**config.mk**
```make
export PLATFORM = sky130hd
export DESIGN_NAME = schr_cubic
export DESIGN_NICKNAME = d
export VERILOG_FILES = /design/src/hdl/schr_pkg.sv /design/src/hdl/schr_cubic.sv
export SDC_FILE = /design/constraint.sdc
export NUM_CORES = 2
export LEC_CHECK = 0
export BUFFER_PORTS_ARGS = -buffer_cell sky130_fd_sc_hd__buf_2
export CAP_MARGIN = 20
export CORE_MARGIN = 5
export CORE_UTILIZATION = 29
export DETAILED_ROUTE_END_ITERATION = 8
export SLEW_MARGIN = 5
export SYNTH_ARGS = -nofsm -noshare
export SYNTH_HDL_FRONTEND = slang
export SYNTH_SLANG_ARGS = --single-unit
```
**constraint.sdc**
```tcl
create_clock -name aclk -period 7.9 [get_ports aclk]
set_clock_uncertainty 0.15 [all_clocks]
set_input_delay 0.395 -clock aclk [delete_from_list [all_inputs] [get_ports aclk]]
set_output_delay 0.395 -clock aclk [all_outputs]
set_load 0.01 [all_outputs]
```
**src/hdl/schr_pkg.sv**
```systemverilog
// Shared types and constants for the stereo cubic Hermite resampler.
// Used by schr_cubic and stereo_cubic_hermite_resampler_unit; no dependencies.
`timescale 1ns / 1ps

package schr_pkg;

    // Default geometry
    localparam int FRAMES_DEF        = 1024;
    localparam int SAMPLE_BITS_DEF   = 16;
    localparam int FRACTION_BITS_DEF = 16;

    // Fixed field widths
    localparam int MODE_W     = 2;
    localparam int INDEX_W    = 10;
    localparam int POS_W      = 26;
    localparam int RATIO_W    = 18;
    localparam int HELD_W     = 11;
    localparam int CFG_IDX_W  = 1;
    localparam int CFG_DATA_W = 18;

    // Item modes; code 3 means nothing and is dropped
    typedef enum logic [MODE_W-1:0] {
        MODE_LOAD = 2'd0,
        MODE_SET  = 2'd1,
        MODE_EMIT = 2'd2
    } mode_t;

    // Configuration register indexes
    localparam logic [CFG_IDX_W-1:0] CFG_RATIO       = 1'd0;
    localparam logic [CFG_IDX_W-1:0] CFG_FRAMES_HELD = 1'd1;

    // Step strobes from the sequencer to each channel's cubic unit
    typedef struct packed {
        logic coef;   // capture taps, form A/B/C
        logic step1;  // t1 = R(A*f + B*F)
        logic step2;  // t2 = R(t1*f + C*F)
        logic step3;  // d  = R'(t2*f)
    } cubic_ctl_t;

endpackage

```
**src/hdl/schr_cubic.sv**
```systemverilog
// One channel of the Catmull-Rom cubic: coefficients, three multiply steps, saturation.
// Depends on schr_pkg (cubic_ctl_t); stepped by the top-level sequencer.
`timescale 1ns / 1ps

module schr_cubic #(
    parameter int SAMPLE_BITS   = schr_pkg::SAMPLE_BITS_DEF,
    parameter int FRACTION_BITS = schr_pkg::FRACTION_BITS_DEF
) (
    input  logic                          aclk,
    input  schr_pkg::cubic_ctl_t          ctl,
    input  logic signed [SAMPLE_BITS-1:0] y0,
    input  logic signed [SAMPLE_BITS-1:0] y1,
    input  logic signed [SAMPLE_BITS-1:0] y2,
    input  logic signed [SAMPLE_BITS-1:0] y3,
    input  logic        [FRACTION_BITS:0] frac,
    output logic signed [SAMPLE_BITS-1:0] result
);

    // Coefficient, intermediate and product widths
    localparam int KW = SAMPLE_BITS + 4;
    localparam int TW = SAMPLE_BITS + 5;
    localparam int PW = SAMPLE_BITS + FRACTION_BITS + 7;
    localparam logic signed [PW-1:0] HALF_F  = PW'(1) <<< (FRACTION_BITS - 1);
    localparam logic signed [PW-1:0] HALF_F1 = PW'(1) <<< FRACTION_BITS;

    logic signed [KW-1:0] ye0, ye1, ye2, ye3;
    logic signed [KW-1:0] a_next, b_next, c_next;
    logic signed [KW-1:0] a_reg, b_reg, c_reg;
    logic signed [SAMPLE_BITS-1:0] y1_reg;
    logic signed [PW-1:0] fe;
    logic signed [PW-1:0] sum1, sum2, sum3;
    logic signed [TW-1:0] t1_next, t2_next, d_next;
    logic signed [TW-1:0] t1_reg, t2_reg, d_reg;
    logic signed [TW-1:0] v;

    // Twice the Catmull-Rom coefficients
    always_comb begin
        ye0 = KW'(y0);
        ye1 = KW'(y1);
        ye2 = KW'(y2);
        ye3 = KW'(y3);
        a_next = ye3 - ye0 + (ye1 <<< 1) + ye1 - (ye2 <<< 1) - ye2;
        b_next = (ye0 <<< 1) - (ye1 <<< 2) - ye1 + (ye2 <<< 2) - ye3;
        c_next = ye2 - ye0;
    end

    // Horner steps, each rounding half up
    always_comb begin
        fe      = PW'($signed({1'b0, frac}));
        sum1    = PW'(a_reg) * fe + (PW'(b_reg) <<< FRACTION_BITS) + HALF_F;
        t1_next = TW'(sum1 >>> FRACTION_BITS);
        sum2    = PW'(t1_reg) * fe + (PW'(c_reg) <<< FRACTION_BITS) + HALF_F;
        t2_next = TW'(sum2 >>> FRACTION_BITS);
        sum3    = PW'(t2_reg) * fe + HALF_F1;
        d_next  = TW'(sum3 >>> (FRACTION_BITS + 1));
    end

    always_ff @(posedge aclk) begin
        if (ctl.coef) begin
            a_reg  <= a_next;
            b_reg  <= b_next;
            c_reg  <= c_next;
            y1_reg <= y1;
        end
        if (ctl.step1) begin
            t1_reg <= t1_next;
        end
        if (ctl.step2) begin
            t2_reg <= t2_next;
        end
        if (ctl.step3) begin
            d_reg <= d_next;
        end
    end

    // Add the base tap and clamp to the sample range
    always_comb begin
        v = TW'(y1_reg) + d_reg;
        if (v[TW-1:SAMPLE_BITS-1] == {(TW - SAMPLE_BITS + 1){v[TW-1]}}) begin
            result = v[SAMPLE_BITS-1:0];
        end else if (v[TW-1]) begin
            result = {1'b1, {(SAMPLE_BITS - 1){1'b0}}};
        end else begin
            result = {1'b0, {(SAMPLE_BITS - 1){1'b1}}};
        end
    end

endmodule

```
After elaboration in Yosys (flattened, before gate mapping)
Index checks and enable logic that the tools add are counted.
{"block": "word_totals", "reg_bits": 136, "inputBits": 86, "out_inout_bits": 16, "wordCells": 29}
{"block": "op_classes", "addsub": 16, "mul": 3, "n_eq_ne": 1, "muxes": 2}
{"cell": "37-bit by 17-bit adder with 37-bit output (second input constant)", "n": 2}
{"cell": "20-bit by 16-bit subtractor with 20-bit output", "n": 2}
{"cell": "38-bit by 18-bit adder with 38-bit output (second input constant)", "n": 1}
{"cell": "21-bit by 18-bit multiplier with 38-bit output", "n": 1}
{"cell": "37-bit by 33-bit adder with 37-bit output", "n": 1}
{"cell": "37-bit by 36-bit adder with 37-bit output", "n": 1}
{"cell": "20-bit by 18-bit multiplier with 37-bit output", "n": 1}
{"cell": "21-bit by 18-bit multiplier with 37-bit output", "n": 1}
{"cell": "16-bit by 16-bit subtractor with 17-bit output", "n": 2}
{"cell": "16-bit 2-to-1 mux", "n": 2}
{"cell": "16-bit by 21-bit adder with 21-bit output", "n": 1}
{"cell": "20-bit by 18-bit adder with 20-bit output", "n": 1}
{"cell": "19-bit by 16-bit subtractor with 20-bit output", "n": 1}
{"cell": "19-bit by 17-bit subtractor with 20-bit output", "n": 1}
{"cell": "18-bit by 16-bit adder with 19-bit output", "n": 1}
{"cell": "17-bit by 18-bit subtractor with 19-bit output", "n": 1}
{"cell": "17-bit by 17-bit adder with 18-bit output", "n": 1}
{"cell": "5-bit == test", "n": 1}

Logic depth before layout (Yosys ltp)
{"block": "depth", "ltp_word": 5, "mapped_depth": 26, "ltp_nobuf": 24}

Worst setup path after synthesis
No wires, ideal clock.
{"block": "synth_path", "path_type": "input -> register", "start": "in frac[3]", "end": "reg t1_reg[20] (data pin)", "setup_ns": 0.266, "t_arrival_ns": 6.421, "required_ns": 7.484, "slack_ns": 1.062, "stages": 23, "n_path_buf": 3, "path_cell_list": "clkbuf_1 clkbuf_1 clkbuf_1 nand2_1 fa_1 fa_1 fa_1 inv_1 fa_1 fa_1 inv_1 fa_1 inv_1 ha_1 a2111oi_0 o21ai_0 o21ai_0 o211ai_1 nand4b_1 a21oi_1 o41ai_1 mux2i_1 nand4_1"}
{"block": "synth_via", "elab_chain_len": 3}
{"item": "start, declared", "line_no": "schr_cubic.sv:15", "text": "input logic [FRACTION_BITS:0] frac,"}
{"item": "20-bit by 18-bit multiplier with 37-bit output", "line_no": "schr_cubic.sv:50", "text": "sum1 = PW'(a_reg) * fe + (PW'(b_reg) <<< FRACTION_BITS) + HALF_F;"}
{"item": "37-bit by 36-bit adder with 37-bit output", "line_no": "schr_cubic.sv:50"}
{"item": "37-bit by 17-bit adder with 37-bit output", "line_no": "schr_cubic.sv:50"}
{"item": "net sum1[36]", "line_no": "schr_cubic.sv:31", "text": "logic signed [PW-1:0] sum1, sum2, sum3;"}
{"item": "end signal, assigned", "line_no": "schr_cubic.sv:66", "text": "t1_reg <= t1_next;"}
{"item": "end, declared", "line_no": "schr_cubic.sv:33", "text": "logic signed [TW-1:0] t1_reg, t2_reg, d_reg;"}
The timed path passes the listed nets, and every way through them passes these cells.
A chain may end at the register's enable or synchronous reset.

Worst setup path in the final report
{"block": "layout_path", "start": "reg a_reg[7]", "end": "reg t1_reg[19] (data pin)"}
{"block": "layout_via", "elab_chain_len": 3}
{"item": "start, declared", "line_no": "schr_cubic.sv:28", "text": "logic signed [KW-1:0] a_reg, b_reg, c_reg;"}
{"item": "start signal, assigned", "line_no": "schr_cubic.sv:60", "text": "a_reg <= a_next;"}
{"item": "20-bit by 18-bit multiplier with 37-bit output", "line_no": "schr_cubic.sv:50"}
{"item": "37-bit by 36-bit adder with 37-bit output", "line_no": "schr_cubic.sv:50"}
{"item": "37-bit by 17-bit adder with 37-bit output", "line_no": "schr_cubic.sv:50"}
{"item": "net sum1[35]", "line_no": "schr_cubic.sv:31"}
The timed path passes the listed nets, and every way through them passes these cells.

==> impl_metrics.tcl <==
set metrics [dict create \
    synth.area.top_cells "fa_1 (49%), inv_1 (11%), ha_1 (9.9%)" \
    antenna_found_initial 8 \
    status "completed" \
    die-height_um 419.1 \
    ys_top_cells_by_count "inv_1 (1404), fa_1 (1181), and2_1 (625)" \
    coreArea_um2 166800 \
    cp.required_ns 7.98 \
    yosys.area.top_type_share 0.4870 \
    rsz0062_at_grt "no" \
    rr_worst_depth 22 \
    vias_per_cell 4.448 \
    drv_cap 0 \
    io-pin-count 102 \
    ctsHtreeMaxLevel 4 \
    cts_tree "built" \
    syn_to_final_growth_pct 7.895 \
    grt-ovfl-total 0 \
    min_period_ns 7.217 \
    ys_ff_latch 136 \
    pre_cts_ws_ns 0.5610 \
    max_stage_delay_ns 0.83 \
    maxSlewHeadroom 0.2554 \
    hpwl_um 100800 \
    cp.arrival_ns 7.29 \
    firstDrtPassIters 7 \
    clk_pin_slew_ns 0.07 \
    clock-sinks 136 \
    critPathTopFamily "adder cells" \
    worst_setup_path_start_kind "flop" \
    remaining_drc_errors 0 \
    gp_congestion 0.8621 \
    ys_warn_count 0 \
    dieArea_um2 175700 \
    rrSetupSlack_ns 0.68 \
    critical_path_class "reg -> reg" \
    antenna_left 0 \
    period_share 0.9136 \
    cp.depth 22 \
    nNetsFinal 6720 \
    final_layout_size_suffix_gt1_frac 0.04114 \
    grt_pass1_vias 36890 \
    die_w_um 419.1 \
    syn_area_um2 48540 \
    hold_path_class "in -> reg" \
    grt_pass1_wl_um 201600 \
    grtUsageTotal 0.1458 \
    root_buffer "clkbuf_16" \
    worst_slack_ns 0.6827 \
    syn_nets 6708 \
    cts_buffers 17 \
    synth.distinct_cells 59 \
    slowest_stage "edfxtp_1" \
    worst_path_most_repeated_cell "fa_1" \
    yosysTopAreaCell "fa_1" \
    critPathBufInv 6 \
    worstSetupEndpointType "flop" \
    num_vias 32420 \
    wl_um 119700 \
    clock_path_buffers 2 \
    rows 150 \
    rr_startpoint "a_reg[7]$_DFFE_PP_" \
    start_util 0.2909 \
    first_iter_violations 1694 \
    ys_seq_area_frac 0.08413 \
    worstMarginPinSlew_ns 1.089 \
    hold_violations 0 \
    final_util 0.3139 \
    path_cells "nand2_1, fa_1, inv_1, fa_1, inv_1, fa_1, inv_1, fa_1, fa_1, inv_1, fa_1, inv_1, ha_1, nand3_1, or4_1, o211ai_1, nand4b_1, a21oi_1, o41ai_1, buf_4, o21bai_1, xor2_1" \
    io_buffer_count 101 \
    slew_violations 0 \
    avgSynthCellArea_um2 9.603 \
    grt_start_max_net_pins 57 \
    fin_setup_tns_ns 0 \
    r2r-end "t1_reg[19]$_DFFE_PP_" \
    synth_cells 5055 \
    ys_dominant_reg_cell "edfxtp_1" \
    synthMostInstantiatedCell "inv_1" \
    synth-async-reset-ratio 0 \
    routedWlPerCell_um 16.42 \
    clk_latency_ns 0.49 \
    cts_resized 0 \
    synth_edf_count 136 \
    cp-endpoint "t1_reg[19]$_DFFE_PP_" \
    crit_fanout 17 \
    crit_path_start "a_reg[7]$_DFFE_PP_" \
    max_freq_ghz 0.1386 \
    setup_viol 0 \
]
[per-stage QoR]
step	hold WS [ns]	instances	instance area, µm²
2_1_floorplan	0.3439	5055	48540
3_3_place_gp	0.5297	7251	51780
3_5_place_dp	0.5269	7251	51780
4_1_cts	0.007301	7284	52360
5_1_grt	0.03373	7285	52370
6_report	0.03830	7289	52380
[how the worst min path moves through the flow]
stage,from,endpoint,slack (ns),depth (start not counted)
2_1_floorplan,y1[0],y1_reg[0]$_DFFE_PP_,0.34,0
3_3_place_gp,y1[15],y1_reg[15]$_DFFE_PP_,0.53,1
3_5_place_dp,y1[15],y1_reg[15]$_DFFE_PP_,0.53,1
4_1_cts,y1[14],y1_reg[14]$_DFFE_PP_,0.007,1
5_1_grt,y1[14],y1_reg[14]$_DFFE_PP_,0.03,1
6_report,y1[14],y1_reg[14]$_DFFE_PP_,0.04,1
[placed cells by master, fill, tap and decap left out, types with 8 or more instances in the layout]
cell	synthesis	final
ha_1	386	386
buf_12	0	9
o211ai_1	11	11
o21bai_1	13	13
a211oi_1	8	8
xor2_1	44	44
buf_4	0	63
xnor2_1	100	100
and3_1	16	16
a21o_1	34	34
buf_2	2	100
a21oi_1	74	74
clkbuf_16	0	17
nor2_1	93	93
o21ai_1	10	10
edfxtp_1	136	136
nand2b_1	8	8
o21ai_0	60	60
fa_1	1181	1181
nand2_1	468	468
nor2b_1	18	18
or3_1	12	12
inv_1	1404	1404
o21a_1	17	17
and2_1	625	625
nor3_1	33	33
nand3_1	30	30
[routing by layer]
layer	vias up	wire (µm)	GRT usage
met5	-	0	0
met1	16920	49550	0.1827
met3	138	4910	0.01672
li1	14720	-	-
met2	642	61200	0.2628
met4	0	4047	0.04481
[cell families (layout without fill, tap and decap cells)]
kind of cell / Yosys count / in the layout / share of synthesized area
AO/OA/AOI/OAI: 283 / 283 / 0.03758
XOR/XNOR: 144 / 144 / 0.02598
adder cells (fa/ha/maj): 1567 / 1567 / 0.5865
buffers and inverters: 1584 / 1609 / 0.1225
flip-flops: 136 / 136 / 0.08413
multiplexers: 2 / 2 / 0.0004124
other: 0 / 5 / 0
AND/OR/NAND/NOR: 1339 / 1339 / 0.1428
[what timing repair did]
action / in CTS / in global routing
hold endpoints to repair: 1 / 0
hold buffers: 1 / 0
buffers inserted: 0 / 0
[cell type report]
type	instances	area (µm²)
antenna	5	12.51
clock inverter	14	147.6
sequential	136	4084
multi-input combinational	3335	38510
clock buffer	18	429.2
fill	17270	114500
timing repair buffer	173	1164
inverter	1404	5270
tap	2204	2758
[worst register-to-register path, delay by kind of cell (launching register included)]
family,cells,cell delay (ns)
XOR/XNOR,1,0.08
buffers and inverters,6,0.41
adder cells (fa/ha/maj),7,3.32
AO/OA/AOI/OAI,4,1.13
AND/OR/NAND/NOR,4,1.05
flip-flops,1,0.83
Power is not shown: default switching activity piles up to over one toggle a cycle in this logic, so the estimate is an artifact.
